### src/hdl/bsz_pkg.sv
// ----------------------------------------------------------------------------
// bsz_pkg
// Shared types and constants of the bearing smoother and zone indicator.
// ----------------------------------------------------------------------------
package bsz_pkg;

	// fixed point scaling of angles (degrees times 2^ANGLE_FRAC_BITS)
	localparam int ANGLE_FRAC_BITS = 4;

	// field widths
	localparam int ANGLE_W = 13;
	localparam int ZONE_W  = 2;
	localparam int BLINK_W = 17;
	localparam int TONE_W  = 10;
	localparam int CFG_IDX_W = 2;

	// wide work width for the wrap arithmetic, holds 2*8191 + 360*16
	localparam int WORK_W = 18;

	localparam logic [WORK_W-1:0] FULL_TURN  = WORK_W'(360 << ANGLE_FRAC_BITS);
	localparam logic [WORK_W-1:0] NEAR_NORTH = WORK_W'(10 << ANGLE_FRAC_BITS);
	localparam logic [WORK_W-1:0] HIGH_NORTH = FULL_TURN - NEAR_NORTH;

	// register indexes
	localparam logic [CFG_IDX_W-1:0] REG_OUTER_LOW   = 2'd0;
	localparam logic [CFG_IDX_W-1:0] REG_OUTER_HIGH  = 2'd1;
	localparam logic [CFG_IDX_W-1:0] REG_TARGET_LOW  = 2'd2;
	localparam logic [CFG_IDX_W-1:0] REG_TARGET_HIGH = 2'd3;

	// register reset values
	localparam logic [ANGLE_W-1:0] OUTER_LOW_RST   = 13'd2880;
	localparam logic [ANGLE_W-1:0] OUTER_HIGH_RST  = 13'd3520;
	localparam logic [ANGLE_W-1:0] TARGET_LOW_RST  = 13'd3120;
	localparam logic [ANGLE_W-1:0] TARGET_HIGH_RST = 13'd3280;

	// zone codes
	localparam logic [ZONE_W-1:0] ZONE_OUTSIDE = 2'd0;
	localparam logic [ZONE_W-1:0] ZONE_FAR     = 2'd1;
	localparam logic [ZONE_W-1:0] ZONE_TARGET  = 2'd2;
	localparam logic [ZONE_W-1:0] ZONE_EDGE    = 2'd3;

	// drive values
	localparam logic [BLINK_W-1:0] BLINK_OUTSIDE  = 17'd1000;
	localparam logic [BLINK_W-1:0] BLINK_TARGET   = 17'd50;
	localparam logic [BLINK_W-1:0] BLINK_FAR_BASE = 17'd50;
	localparam logic [BLINK_W-1:0] BLINK_MAX      = 17'h1FFFF;
	localparam logic [TONE_W-1:0]  FREQ_FAR       = 10'd500;
	localparam logic [TONE_W-1:0]  FREQ_TARGET    = 10'd1000;
	localparam logic [TONE_W-1:0]  DUR_FAR        = 10'd1000;
	localparam logic [TONE_W-1:0]  DUR_TARGET     = 10'd200;

	// led and buzzer drive group
	typedef struct packed {
		logic [BLINK_W-1:0] blink_rate;
		logic               tone_on;
		logic [TONE_W-1:0]  tone_freq;
		logic [TONE_W-1:0]  tone_duration;
	} drive_t;

	// window edges
	typedef struct packed {
		logic [ANGLE_W-1:0] outer_low;
		logic [ANGLE_W-1:0] outer_high;
		logic [ANGLE_W-1:0] target_low;
		logic [ANGLE_W-1:0] target_high;
	} window_t;

endpackage

### src/hdl/bsz_avg.sv
// ----------------------------------------------------------------------------
// bsz_avg
// Wrap-aware half-weight average of the stored bearing and a new sample.
// ----------------------------------------------------------------------------
module bsz_avg (
	input  logic [bsz_pkg::ANGLE_W-1:0] cur,
	input  logic [bsz_pkg::ANGLE_W-1:0] raw,
	output logic [bsz_pkg::ANGLE_W-1:0] avg
);
	import bsz_pkg::*;

	logic [WORK_W-1:0] cur_w;
	logic [WORK_W-1:0] raw_w;
	logic              wrap;
	logic [WORK_W-1:0] sum;
	logic [WORK_W-1:0] half;
	logic [WORK_W-1:0] res;

	assign cur_w = WORK_W'(cur);
	assign raw_w = WORK_W'(raw);

	// operands on opposite sides of north
	assign wrap = (cur_w > HIGH_NORTH && raw_w < NEAR_NORTH) ||
		(cur_w < NEAR_NORTH && raw_w > HIGH_NORTH);

	// add a full turn to the low side when wrapping
	assign sum  = wrap ? (cur_w + raw_w + FULL_TURN) : (cur_w + raw_w);
	assign half = sum >> 1;

	// take the turn back off when the halved sum reaches a full turn
	always_comb begin
		if (wrap && half >= FULL_TURN) begin
			res = half - FULL_TURN;
		end else begin
			res = half;
		end
	end

	assign avg = res[ANGLE_W-1:0];

endmodule

### src/hdl/bsz_zone.sv
// ----------------------------------------------------------------------------
// bsz_zone
// Classifies a bearing against the windows and builds the drive values.
// ----------------------------------------------------------------------------
module bsz_zone (
	input  logic [bsz_pkg::ANGLE_W-1:0] bearing,
	input  bsz_pkg::window_t            win,
	input  bsz_pkg::drive_t             drv_prev,
	output logic [bsz_pkg::ZONE_W-1:0]  zone,
	output bsz_pkg::drive_t             drv_next
);
	import bsz_pkg::*;

	localparam int PROD_W = 2 * ANGLE_W;

	logic                outside;
	logic                far;
	logic                target;
	logic [ANGLE_W-1:0]  dev;
	logic [ANGLE_W-1:0]  dev_deg;
	logic [PROD_W-1:0]   prod;
	logic [PROD_W:0]     blink_sum;
	logic [BLINK_W-1:0]  blink_far;

	// window tests
	assign outside = (bearing < win.outer_low) || (bearing > win.outer_high);
	assign far     = (bearing < win.target_low) || (bearing > win.target_high);
	assign target  = (bearing > win.target_low) && (bearing < win.target_high);

	// distance to the nearer target edge in whole degrees
	assign dev = (bearing < win.target_low) ? (win.target_low - bearing)
		: (bearing - win.target_high);
	assign dev_deg = dev >> ANGLE_FRAC_BITS;

	// squared deviation plus base, saturated
	assign prod      = PROD_W'(dev_deg) * PROD_W'(dev_deg);
	assign blink_sum = {1'b0, prod} + (PROD_W + 1)'(BLINK_FAR_BASE);
	assign blink_far = (blink_sum > (PROD_W + 1)'(BLINK_MAX)) ? BLINK_MAX
		: blink_sum[BLINK_W-1:0];

	// zone decision, in order of precedence
	always_comb begin
		drv_next = drv_prev;
		priority if (outside) begin
			zone                   = ZONE_OUTSIDE;
			drv_next.blink_rate    = BLINK_OUTSIDE;
			drv_next.tone_on       = 1'b0;
			drv_next.tone_freq     = '0;
			drv_next.tone_duration = '0;
		end else if (far) begin
			zone                   = ZONE_FAR;
			drv_next.blink_rate    = blink_far;
			drv_next.tone_on       = 1'b1;
			drv_next.tone_freq     = FREQ_FAR;
			drv_next.tone_duration = DUR_FAR;
		end else if (target) begin
			zone                   = ZONE_TARGET;
			drv_next.blink_rate    = BLINK_TARGET;
			drv_next.tone_on       = 1'b1;
			drv_next.tone_freq     = FREQ_TARGET;
			drv_next.tone_duration = DUR_TARGET;
		end else begin
			// exactly on a target edge: keep previous drive
			zone = ZONE_EDGE;
		end
	end

endmodule

### src/hdl/bearing_smoother_zone_indicator.sv
// ----------------------------------------------------------------------------
// bearing_smoother_zone_indicator
// Smooths compass bearings and turns them into LED and buzzer drive values.
// ----------------------------------------------------------------------------
// Usage:
//   Raw bearings (degrees times 16) arrive on the s_axis channel, one per
//   transaction. Each gives exactly one result transaction on m_axis: the
//   smoothed bearing, its zone and the blink and tone drive values.
//   Window edges are set through the cfg_we / cfg_index / cfg_data port,
//   one register per cycle; the user must write them only while no
//   transaction is in flight, as the block does not enforce this.
// Pipeline and throughput:
//   the input register feeds the smoothing and zone logic, which fills the
//   result register. One transaction is taken every cycle unless the output
//   stalls; the smoothed bearing feeds back through a single register.
// Reset:
//   arst_n clears the valid flags of both pipeline stages, the smoothed
//   bearing and the held drive values, and loads the default window edges.
// Stall:
//   while m_axis_tready is low the result is held; the input register still
//   takes one more sample, after which s_axis_tready drops.
// ----------------------------------------------------------------------------
module bearing_smoother_zone_indicator (
	input  logic                           clk,
	input  logic                           arst_n,
	// slave stream
	input  logic                           s_axis_tvalid,
	output logic                           s_axis_tready,
	input  logic [15:0]                    s_axis_tdata,  // bearing_sample[12:0]
	// master stream
	output logic                           m_axis_tvalid,
	input  logic                           m_axis_tready,
	// filtered_bearing[12:0], zone[14:13], blink_rate[31:15], tone_on[32],
	// tone_freq[42:33], tone_duration[52:43]
	output logic [55:0]                    m_axis_tdata,
	// configuration write port
	input  logic                           cfg_we,
	input  logic [bsz_pkg::CFG_IDX_W-1:0]  cfg_index,
	input  logic [bsz_pkg::ANGLE_W-1:0]    cfg_data
);
	import bsz_pkg::*;

	window_t             win_q;
	logic [ANGLE_W-1:0]  smoothed_q;
	drive_t              drv_q;

	logic                valid_s1;
	logic [ANGLE_W-1:0]  sample_s1;

	logic                valid_s2;
	logic [ANGLE_W-1:0]  bearing_s2;
	logic [ZONE_W-1:0]   zone_s2;
	drive_t              drv_s2;

	logic                adv_s2;
	logic                adv_s1;
	logic [ANGLE_W-1:0]  avg;
	logic [ZONE_W-1:0]   zone;
	drive_t              drv_next;

	// handshake
	assign adv_s2        = !valid_s2 || m_axis_tready;
	assign adv_s1        = valid_s1 && adv_s2;
	assign s_axis_tready = !valid_s1 || adv_s2;

	// configuration registers
	always_ff @(posedge clk or negedge arst_n) begin
		if (!arst_n) begin
			win_q.outer_low   <= OUTER_LOW_RST;
			win_q.outer_high  <= OUTER_HIGH_RST;
			win_q.target_low  <= TARGET_LOW_RST;
			win_q.target_high <= TARGET_HIGH_RST;
		end else if (cfg_we) begin
			unique case (cfg_index)
				REG_OUTER_LOW:   win_q.outer_low   <= cfg_data;
				REG_OUTER_HIGH:  win_q.outer_high  <= cfg_data;
				REG_TARGET_LOW:  win_q.target_low  <= cfg_data;
				REG_TARGET_HIGH: win_q.target_high <= cfg_data;
				default: ;
			endcase
		end
	end

	// input register
	always_ff @(posedge clk or negedge arst_n) begin
		if (!arst_n) begin
			valid_s1 <= 1'b0;
		end else if (s_axis_tready) begin
			valid_s1 <= s_axis_tvalid;
		end
	end

	always_ff @(posedge clk) begin
		if (s_axis_tvalid && s_axis_tready) begin
			sample_s1 <= s_axis_tdata[ANGLE_W-1:0];
		end
	end

	// smoothing and classification
	bsz_avg u_avg (
		.cur (smoothed_q),
		.raw (sample_s1),
		.avg (avg)
	);

	bsz_zone u_zone (
		.bearing  (avg),
		.win      (win_q),
		.drv_prev (drv_q),
		.zone     (zone),
		.drv_next (drv_next)
	);

	// feedback state
	always_ff @(posedge clk or negedge arst_n) begin
		if (!arst_n) begin
			smoothed_q <= '0;
			drv_q      <= '0;
		end else if (adv_s1) begin
			smoothed_q <= avg;
			drv_q      <= drv_next;
		end
	end

	// result register
	always_ff @(posedge clk or negedge arst_n) begin
		if (!arst_n) begin
			valid_s2 <= 1'b0;
		end else if (adv_s2) begin
			valid_s2 <= valid_s1;
		end
	end

	always_ff @(posedge clk) begin
		if (adv_s1) begin
			bearing_s2 <= avg;
			zone_s2    <= zone;
			drv_s2     <= drv_next;
		end
	end

	// output packing
	assign m_axis_tvalid = valid_s2;
	assign m_axis_tdata  = {3'b000, drv_s2.tone_duration, drv_s2.tone_freq,
		drv_s2.tone_on, drv_s2.blink_rate, zone_s2, bearing_s2};

	// checks
	a_smooth_follows: assert property (@(posedge clk) disable iff (!arst_n)
		adv_s1 |=> (smoothed_q == bearing_s2 && valid_s2))
		else $error("smoothed bearing differs from the delivered result");

	a_outside_drive: assert property (@(posedge clk) disable iff (!arst_n)
		(valid_s2 && zone_s2 == ZONE_OUTSIDE) |->
		(drv_s2.blink_rate == BLINK_OUTSIDE && !drv_s2.tone_on))
		else $error("outside zone with wrong drive values");

	a_edge_keeps: assert property (@(posedge clk) disable iff (!arst_n)
		(adv_s1 && zone == ZONE_EDGE) |=> (drv_q == $past(drv_q)))
		else $error("edge zone changed the held drive values");

	a_far_tone: assert property (@(posedge clk) disable iff (!arst_n)
		(valid_s2 && zone_s2 == ZONE_FAR) |->
		(drv_s2.tone_on && drv_s2.tone_freq == FREQ_FAR &&
		drv_s2.blink_rate >= BLINK_FAR_BASE))
		else $error("far zone with wrong drive values");

endmodule
### config.mk
export PLATFORM = sky130hd
export DESIGN_NAME = bearing_smoother_zone_indicator
export DESIGN_NICKNAME = d
export VERILOG_FILES = /design/src/hdl/bsz_pkg.sv /design/src/hdl/bsz_avg.sv /design/src/hdl/bsz_zone.sv /design/src/hdl/bearing_smoother_zone_indicator.sv
export SDC_FILE = /design/constraint.sdc
export NUM_CORES = 1
export LEC_CHECK = 0
export BUFFER_PORTS_ARGS = -buffer_cell sky130_fd_sc_hd__buf_2
export CAP_MARGIN = 20
export CORE_AREA = 2 2 204 206
export CTS_CLUSTER_DIAMETER = 40
export DETAILED_ROUTE_END_ITERATION = 10
export DIE_AREA = 0 0 206 208
export PLACE_DENSITY = 0.47
export SLEW_MARGIN = 20
export SYNTH_ARGS = -nofsm -noshare
export SYNTH_HDL_FRONTEND = slang
export SYNTH_HIERARCHICAL = 1
export SYNTH_SLANG_ARGS = --single-unit
### constraint.sdc
create_clock -name clk -period 14.4 [get_ports clk]
set_input_delay 0 -clock clk [delete_from_list [all_inputs] [get_ports clk]]
set_output_delay 0 -clock clk [all_outputs]
set_load 0.01 [all_outputs]
==> results of run 1 <==
-- cells in the mapped netlist, types with 12 or more instances --
master / count
dfrtp_1: 87
xor2_1: 18
fa_1: 35
a21oi_1: 60
and3_1: 13
o21ai_0: 30
nand3_1: 25
o211ai_1: 12
edfxtp_1: 66
o21a_1: 21
nor2_1: 59
ha_1: 101
mux2_2: 105
buf_4: 12
clkbuf_1: 13
nand2_1: 40
nor3_1: 23
nand2b_1: 13
inv_1: 116
and2_1: 12
a21o_1: 25
dfstp_2: 18
xnor2_1: 29
-- layout by cell type (no fill, tap or decap), types with 9 or more instances in the layout --
cell type / synthesis / routed
dlygate4sd3_1: 0 / 30
nand2b_1: 13 / 13
and3_1: 13 / 13
o211ai_1: 12 / 12
buf_4: 12 / 17
o21ai_0: 30 / 30
clkbuf_16: 0 / 19
o21a_1: 21 / 21
xnor2_1: 29 / 29
a21o_1: 25 / 25
nor2_1: 59 / 59
nand2_1: 40 / 40
or2_2: 10 / 10
fa_1: 35 / 35
mux2i_1: 9 / 9
dfrtp_1: 87 / 87
dfstp_2: 18 / 18
a211oi_1: 10 / 10
mux2_2: 105 / 105
a21oi_1: 60 / 60
inv_1: 116 / 115
edfxtp_1: 66 / 66
nand4_1: 10 / 10
nand3_1: 25 / 25
xor2_1: 18 / 18
ha_1: 101 / 101
buf_2: 5 / 86
and2_1: 12 / 12
nor3_1: 23 / 23
-- routing by layer --
metal  vias to the layer above  part of all wire, %
met5                         -                    0
met4                         0                  1.1
met3                        18                  2.7
met2                       109                   51
met1                      4346                   45
li1                       4299                    -
-- logic make-up (layout without fill, tap and decap cells) --
logic type / after synthesis / after routing / synth area share (%)
xor gates and xnor gates: 48 / 48 / 3.593
muxes: 115 / 115 / 10.65
DFF: 171 / 171 / 38.33
and+or+nand+nor: 260 / 260 / 11.58
AOI/OAI and AO/OA: 240 / 240 / 14.26
buffers and inverters: 151 / 283 / 5.301
other: 1 / 3 / 0.03103
adders and majority gates: 136 / 136 / 16.26
-- stage by stage --
step | instances | cell area, sq um
3_5_place_dp | 1726 | 13150
4_1_cts | 1788 | 14080
3_3_place_gp | 1726 | 13150
5_1_grt | 1788 | 14080
2_1_floorplan | 1124 | 12090
6_report | 1788 | 14080
-- area by class of cell --
cell class | count | share of cell area [%]
Inverter | 118 | 3.145
Tap cell | 532 | 4.727
Clock inverter | 7 | 0.6930
Clock buffer | 25 | 3.821
Timing Repair Buffer | 133 | 6.095
Multi-Input combinational cell | 802 | 48.63
Sequential cell | 171 | 32.89
-- worst max path at each step --
stage,from,slack (ns),end
after detailed placement,sample_s1[0],1.74,drv_q[32]
after global placement,sample_s1[0],1.90,drv_q[32]
final,sample_s1[0],1.73,drv_q[34]
after global routing,sample_s1[0],0.77,drv_q[32]
after floorplan,sample_s1[0],3.67,drv_q[24]
after CTS,sample_s1[0],1.72,drv_q[34]
-- worst max-delay path, delay by kind of cell, from the launching register on --
| kind | cells | cell delay [ns] |
|---|---|---|
| flops | 1 | 0.42 |
| compound gates | 15 | 3.77 |
| buf+inv | 6 | 0.81 |
| fa+ha+maj | 9 | 3.71 |
| mux | 4 | 1.91 |
| simple gates | 5 | 1.17 |
| xor+xnor | 1 | 0.71 |
-- registers in the layout, summed over array words and instances, names as in the netlist --
name and flops:
drv_q 38, sample_s1 13, zone_s2 2, valid_s1 1, m_axis_tdata 38, bearing_s2 13
smoothed_q 13, win_q 52, m_axis_tvalid 1
==> metrics.md, run 1 <==
| Metric | Value |
|---|---|
| Max Clk Rate | `78.90 MHz` |
| Met3 usage | `2.318%` |
| Post_cts resized | `0` |
| Final Cycle Share | `88.02%` |
| Unrepaired setup endpoints after global routing | `false` |
| WL per Instance | `16.37 um` |
| Port Buf Inserts | `87` |
| Die height | `208 um` |
| Register Area | `4632 sq um` |
| Post-synth EDFFs | `66` |
| CTS max path bufs | `2` |
| Pin count of the biggest net entering global routing | `69` |
| Setup slack at placement | `1.742 ns` |
| Horiz. Die Dim | `206 um` |
| GR Layer Usage met1 | `17.77%` |
| Post-synth design cell area | `12080 sq um` |
| First-pass GRT wire length | `48.33 mm` |
| H-tree depth | `4` |
| Slowest stage cell, crit path | `mux2i_1` |
| Row count | `74` |
| Count of final hold-check violations | `0` |
| Main area contributors after synthesis | `dfrtp_1 18%, edfxtp_1 16%, ha_1 10%` |
| Vias | `8772` |
| Iter 0 DRT Violations | `457` |
| Minimum clock period | `12.67 ns` |
| Commonest register cell after synthesis | `dfrtp_1` |
| Asr flop ratio synth | `61.40%` |
| Setup TNS | `0 ns` |
| Clk slew on worst S/H paths | `0.07 ns` |
| Yosys top cell area share | `18.02%` |
| Register area share after synthesis | `38.33%` |
| Max Slew Vio Count | `0` |
| GR peak layer | `met2` |
| Reg-to-Reg End | `drv_q[34]` |
| Synthesized flop and latch total | `171` |
| Syn_area_per_cell | `10.77 sq um` |
| Core area | `40550 sq um` |
| Met2 Use GR | `25.32%` |
| Via/cell ratio | `4.906` |
| Hold crit path type | `primary input to async pin` |
| Critical path data arrival time | `12.99 ns` |
| # Post-CTS Setup Buffers | `0` |
| Cell taking the most area after synthesis | `dfrtp_1` |
| Maximum net fanout on the critical path | `18` |
| Final wirelength | `29.27 mm` |
| Multi-input gate area | `6848 sq um` |
| Via count of the first global-routing pass | `9056` |
| Cell depth of the worst flop-to-flop path | `40` |
| Setup WS post-layout | `1.725 ns` |
| Post-synthesis cell count | `1122` |
| Worst-margin pin slew | `0.9782 ns` |
| Crit start category | `register` |
| Final nets | `1415` |
| # setup viols final | `0` |
| Crit Path Category | `register to register` |
| Clock Skew | `0.009446 ns` |
| RD Place Congestion | `0.8206` |
| ANT nets after route | `0` |
| Final Core Density | `34.72%` |
| Die ar. | `42850 sq um` |
| Drt pass-1 iters | `7` |
| Initial antenna violation count | `0` |
| Area grow syn2layout | `16.54%` |
| CTS tree | `yes` |
| Outcome | `completed` |
| R2R setup slack | `1.73 ns` |
| Total of warnings raised by yosys | `6` |
| Antenna cells | `0` |
| Hold WS | `0.09057 ns` |
| Fill count | `4154` |
| Critical Path Most Common Cell | `fa_1` |
| Post-synth cell types | `94` |
| Post-CTS Hold Buffers | `30` |
| Post-DP HPWL | `21.97 mm` |
| I/O pins | `94` |
| Layout cell share with drive strength beyond 1 | `23.89%` |
| Max stage delay on crit path | `0.79 ns` |
| Num CTS Buffers | `17` |
| Total gr overflow | `0` |
| Total Routing Usage GR | `14.20%` |
| Starting density of the core | `29.80%` |
| Sinks on Clock Net | `171` |
| Residual DRC | `0` |
| Reg2reg start | `sample_s1[0]` |
| Max Cap Violations | `0` |
| Slew margin rel. | `34.35%` |
| Worst path required time | `14.72 ns` |
| Crit end category | `register` |
| Clock latency on the worst-skew pair | `0.44 ns` |
| Clock root buffer master | `clkbuf_16` |
Power of run 1 is not shown: default switching activity piles up to over one toggle a cycle in this logic, so the estimate is an artifact.
==> inputs of run 2 (changes only) <==
--- a/config.mk
+++ b/config.mk
@@ -11,7 +11,6 @@
 export CTS_CLUSTER_DIAMETER = 40
 export DETAILED_ROUTE_END_ITERATION = 10
 export DIE_AREA = 0 0 206 208
-export PLACE_DENSITY = 0.47
 export SLEW_MARGIN = 20
 export SYNTH_ARGS = -nofsm -noshare
 export SYNTH_HDL_FRONTEND = slang
==> constraint.sdc (replaced) <==
create_clock -name clk -period 10.5 [get_ports clk]
set_input_delay 0 -clock clk [delete_from_list [all_inputs] [get_ports clk]]
set_output_delay 0 -clock clk [all_outputs]
set_load 0.01 [all_outputs]
==> run 2 against run 1 <==
Against the previous run: sequential share of layout area down 3.9 points; critical path depth increased by 6; clock skew grew 0.0096 ns; global-route usage rose by 0.99 points; final area grew 13%; wire length is 9.3% higher; utilization up 4.7 points; critical endpoint is now drv_q[32].
==> metrics.md, run 2 (synthesized netlist as in run 1, its figures left out) <==
| Metric | Value |
|---|---|
| Outcome | `completed` |
| Largest register FFs | `52` |
| Layout cell share with drive strength beyond 1 | `39.29%` |
| Row count | `74` |
| Pin count of the biggest net entering global routing | `73` |
| DP Area | `14040 sq um` |
| Unrepaired setup endpoints after global routing | `true` |
| Die height | `208 um` |
| ANT nets after route | `0` |
| H-tree depth | `4` |
| Worst-margin pin slew | `0.9487 ns` |
| Vias | `9603` |
| Clock Skew | `0.01909 ns` |
| Total gr overflow | `0` |
| Minimum clock period | `10.46 ns` |
| Num CTS Buffers | `17` |
| CTS max path bufs | `2` |
| Drt pass-1 iters | `5` |
| Starting density of the core | `29.80%` |
| CTS tree | `yes` |
| Horiz. Die Dim | `206 um` |
| Max Clk Rate | `95.61 MHz` |
| CP top delay family | `adder cells` |
| Max Cap Violations | `0` |
| Worst path bufs/invs | `10` |
| Area grow syn2layout | `32.25%` |
| Residual DRC | `0` |
| Initial antenna violation count | `0` |
| Critical path data arrival time | `10.85 ns` |
| Core area | `40550 sq um` |
| Clock latency on the worst-skew pair | `0.45 ns` |
| Crit Path Category | `register to register` |
| Final Cycle Share | `99.61%` |
| Fill count | `3923` |
| Worst path required time | `10.89 ns` |
| Total Routing Usage GR | `15.19%` |
| Clk slew on worst S/H paths | `0.07 ns` |
| Slew margin rel. | `36.19%` |
| First-pass GRT wire length | `51.49 mm` |
| Maximum net fanout on the critical path | `8` |
| WL per Instance | `16.47 um` |
| Max stage delay on crit path | `0.56 ns` |
| Antenna cells | `0` |
| Iter 0 DRT Violations | `521` |
| Register name with the most flops | `win_q` |
| Final instance area | `15980 sq um` |
| Via count of the first global-routing pass | `9921` |
| Crit end category | `register` |
| Count of final hold-check violations | `0` |
| Clock root buffer master | `clkbuf_16` |
| Final nets | `1569` |
| Sinks on Clock Net | `171` |
| Most frequent cells in the layout | `157 x buf_4, 104 x inv_1, 99 x mux2_2, 87 x dfrtp_1` |
| Post-DP HPWL | `22.88 mm` |
| Final wirelength | `31.98 mm` |
| Max Slew Vio Count | `0` |
| RD Place Congestion | `0.8666` |
| Most common cell after layout, fill and taps aside | `buf_4` |
| Slowest stage cell, crit path | `fa_1` |
| I/O pins | `94` |
| Die ar. | `42850 sq um` |
| Hold crit path type | `primary input to register` |
| Port Buf Inserts | `87` |
| Via/cell ratio | `4.945` |
| Crit start category | `register` |
| # setup viols final | `0` |
-- run 2: cell count changes in the layout (fill, tap and decap cells not counted), moves of 7 or more --
cell     previous run  this run
buf_4              17       157
ha_1              101        86
ha_4                0        12
inv_1             115       104
nor2_1             59        48
o21ai_0            30        21
a21oi_1            60        52
nor2_2              2        10
inv_2               3        10
mux2_4              1         8
-- run 2: per-stage QoR --
stage | std cells | setup TNS, ns | utilization [%] | hold WS, ns | setup slack (ns)
finish | 1942 | 0 | 39.41 | 0.02874 | 0.04072
detailed placement | 1837 | -2.731 | 34.62 | -0.007364 | -0.2143
floorplan | 1124 | 0 | - | -0.2956 | 0.02250
global route | 1942 | -9.048 | 39.41 | 0.03440 | -0.3641
global placement | 1837 | -0.01168 | 34.62 | -0.007358 | -0.01168
CTS | 1929 | 0 | 38.16 | 0.0008992 | 0.002092
-- run 2: final cells by class --
cell class | count | area, sq um | share of cell area, %
multi-input combinational | 803 | 7553 | 47.26
tap | 532 | 665.6 | 4.165
clock buffer | 17 | 425.4 | 2.662
sequential | 171 | 4632 | 28.98
inverter | 118 | 452.9 | 2.834
clock inverter | 15 | 155.1 | 0.9708
timing repair buffer | 286 | 2097 | 13.12
-- run 2: worst min-delay path: stages --
cell and delay (ns):
buf_2 0.12, nor3b_2 0.09, mux2_2 0.23
-- run 2: path summary, 6_finish.rpt --
check	from	end	slack (ns)	depth (start not counted)
max in group asynchronous	arst_n	win_q[51]	9.12	3
setup / recovery	sample_s1[0]	drv_q[32]	0.04	46
setup reg to reg	sample_s1[0]	drv_q[32]	0.04	46
hold reg to reg	drv_q[1]	drv_q[1]	0.50	1
hold / removal	cfg_index[0]	win_q[42]	0.03	3
min in group asynchronous	arst_n	drv_q[32]	0.06	2
-- run 2: per-layer routing --
metal / global-route usage [%] / vias up / part of all wire [%]
li1: - / 4621 / -
met1: 18.38 / 4741 / 43
met2: 26.07 / 177 / 50
met3: 2.522 / 64 / 2.7
met4: 7.241 / 0 / 4.0
met5: 0 / - / 0
-- run 2: timing repair --
item                                   CTS  global route
hold buffers                            32             0
setup endpoints to repair               30            32
gates cloned                             1             1
endpoints found under the hold margin  100             0
pin swaps                               34            72
resized for setup                       57            89
setup buffers                           27            12
Power of run 2 is left out for the same reason.
==> inputs of run 3 (changes only) <==
--- a/config.mk
+++ b/config.mk
@@ -5,12 +5,13 @@
 export SDC_FILE = /design/constraint.sdc
 export NUM_CORES = 1
 export LEC_CHECK = 0
+export ABC_AREA = 1
 export BUFFER_PORTS_ARGS = -buffer_cell sky130_fd_sc_hd__buf_2
 export CAP_MARGIN = 20
-export CORE_AREA = 2 2 204 206
+export CORE_AREA = 2 2 213 215
 export CTS_CLUSTER_DIAMETER = 40
 export DETAILED_ROUTE_END_ITERATION = 10
-export DIE_AREA = 0 0 206 208
+export DIE_AREA = 0 0 215 217
 export SLEW_MARGIN = 20
 export SYNTH_ARGS = -nofsm -noshare
 export SYNTH_HDL_FRONTEND = slang
==> run 3 against run 2 <==
Against the previous run: via count up 16%; critical path depth up 9; largest cell class unchanged; critical endpoint is now drv_q[33]; final area down 5.7%; synthesized cell count up 52%; hold slack better by 0.080 ns; clock skew down 0.0044 ns; sequential cell count unchanged; critical path type unchanged; die area up 8.9%.
==> metrics.md, run 3 <==
| Metric | Value |
|---|---|
| Fill count | `4715` |
| Synth Area in Compound Gates | `5.362%` |
| Via count of the first global-routing pass | `10710` |
| Starting density of the core | `29.50%` |
| Post-synthesis cell count | `1704` |
| First-pass GRT wire length | `55.02 mm` |
| Clk slew on worst S/H paths | `0.07 ns` |
| H-tree depth | `4` |
| Asr flop ratio synth | `61.40%` |
| Critical path data arrival time | `10.06 ns` |
| Commonest register cell after synthesis | `dfrtp_1` |
| Horiz. Die Dim | `215 um` |
| Reg2reg start | `sample_s1[0]` |
| Antenna cells | `0` |
| Final nets | `1986` |
| Register name with the most flops | `win_q` |
| Crit end category | `register` |
| Crit start category | `register` |
| Post-synth EDFFs | `66` |
| Top layer in use | `met4` |
| Synthesized flop and latch total | `171` |
| CTS tree | `yes` |
| Residual DRC | `0` |
| RD Place Congestion | `0.8775` |
| Most common cell after layout, fill and taps aside | `nand2_1` |
| Count of final hold-check violations | `0` |
| Worst path required time | `10.88 ns` |
| Port Buf Inserts | `87` |
| CTS max path bufs | `2` |
| Clock root buffer master | `clkbuf_16` |
| Die ar. | `46660 sq um` |
| Max Clk Rate | `103.4 MHz` |
| Most common cell in the netlist | `nand2_1` |
| Critical path startpoint | `sample_s1[0]` |
| Post-synth design cell area | `13180 sq um` |
| Clock Skew | `0.01474 ns` |
| Maximum net fanout on the critical path | `16` |
| Critical Path Most Common Cell | `nand2_1` |
| Vias | `11140` |
| WL per Instance | `13.76 um` |
| M1 wire length | `16.10 mm` |
| Num CTS Buffers | `17` |
| Met2 WL post-DR | `15.03 mm` |
| Max stage delay on crit path | `0.56 ns` |
| Via/cell ratio | `4.590` |
| Simple-gate share of the synthesized area | `31.40%` |
| Initial antenna violation count | `0` |
| Post-synth cell types | `51` |
| Slew margin rel. | `41.78%` |
| Minimum clock period | `9.675 ns` |
| Xor/xnor share of the synthesized area | `2.316%` |
| Drt pass-1 iters | `7` |
| Most frequent cells in the layout | `540 x nand2_1, 280 x inv_1, 129 x nand3_1, 113 x nor2_1, 101 x ha_1` |
| ANT nets after route | `0` |
| Crit Path Category | `register to register` |
| Unrepaired setup endpoints after global routing | `false` |
| Hold crit path type | `primary input to async pin` |
| Max Cap Violations | `0` |
| Setup TNS | `0 ns` |
| Final wirelength | `33.39 mm` |
| Total of warnings raised by yosys | `6` |
| Final Core Density | `33.71%` |
| Die height | `217 um` |
| Outcome | `completed` |
| Sinks on Clock Net | `171` |
| Main combinational cell family by area after synthesis | `simple AND/OR/NAND/NOR gates` |
| Core area | `44700 sq um` |
| Post-DP HPWL | `25.22 mm` |
| I/O pins | `94` |
| Synth cell count leaders | `540 x nand2_1, 282 x inv_1, 129 x nand3_1` |
| Register area share after synthesis | `35.13%` |
| Yosys top cell area share | `16.51%` |
| Area grow syn2layout | `14.27%` |
| # setup viols final | `0` |
| Iter 0 DRT Violations | `778` |
| Final Cycle Share | `92.14%` |
| Cell taking the most area after synthesis | `dfrtp_1` |
| Row count | `78` |
| Main area contributors after synthesis | `dfrtp_1 17%, nand2_1 15%, edfxtp_1 15%` |
| Layout cell share with drive strength beyond 1 | `15.22%` |
| Routed wl met3 | `1.760 mm` |
| Adder-cell share of the synthesized area | `14.90%` |
| Mux share of post-synthesis cell area | `0%` |
| Total gr overflow | `0` |
| Total Routing Usage GR | `14.68%` |
| Slowest stage cell, crit path | `fa_1` |
| Pin count of the biggest net entering global routing | `62` |
| Largest register FFs | `52` |
| Syn_area_per_cell | `7.737 sq um` |
| Worst-margin pin slew | `0.8722 ns` |
| Cell depth of the worst flop-to-flop path | `55` |
| Max Slew Vio Count | `0` |
| Clock latency on the worst-skew pair | `0.44 ns` |
==> run 3: timing repair <==
action / CTS / global route
hold endpoints to repair: 110 / 0
hold buffers: 32 / 0
endpoints found under the setup margin: 0 / 32
gates resized for setup: 0 / 4
buffers inserted: 0 / 0
==> run 3: stage by stage <==
step	hold WS (ns)	instances	area (sq um)	worst slack [ns]
final	0.1088	2427	15070	0.8251
after floorplan	-0.2956	1706	13190	1.889
after global placement	0.04176	2363	14150	0.8576
after CTS	0.09927	2427	15040	0.7263
after global routing	0.1447	2427	15070	0.008422
after detailed placement	0.04406	2363	14150	0.7762
==> run 3: logic make-up (layout without fill, tap and decap cells) <==
group           count (synthesis)  after routing
simple gates                  923            923
fa+ha+maj                     136            136
xor+xnor                       34             34
compound gates                104            104
buf+inv                       335            456
other cells                     1              3
flops                         171            171
==> run 3: final cells by class <==
cell class	instances	area [sq um]	area share, %
multi-input cells	1200	7152	47.47
flip-flops and latches	171	4633	30.75
inverters	291	1094	7.259
repair buffers	133	863.3	5.730
well taps	600	750.7	4.983
clock buffers	18	429.2	2.849
clock inverters	14	143.9	0.9551
==> run 3: worst paths after layout <==
path / end / slack, ns
setup / recovery: drv_q[33] / 0.83
hold / removal: win_q[38] / 0.11
setup reg to reg: drv_q[33] / 0.83
hold reg to reg: win_q[45] / 0.46
max in group asynchronous: valid_s1 / 9.10
min in group clk: win_q[47] / 0.20
==> run 3: per-layer routing <==
metal | up-vias | GRT usage, %
met4 | 0 | 3.701
met2 | 286 | 23.60
met1 | 5225 | 20.60
met5 | - | 0
li1 | 5597 | -
met3 | 32 | 2.362
==> run 3: worst max-delay path, delay by kind of cell, from the launching register on <==
family	cells	cell delay, ns
flops	1	0.40
fa+ha+maj	9	3.61
compound gates	4	0.86
xor+xnor	1	0.22
simple gates	32	3.74
buf+inv	9	0.71
Power of run 3 is left out for the same reason.
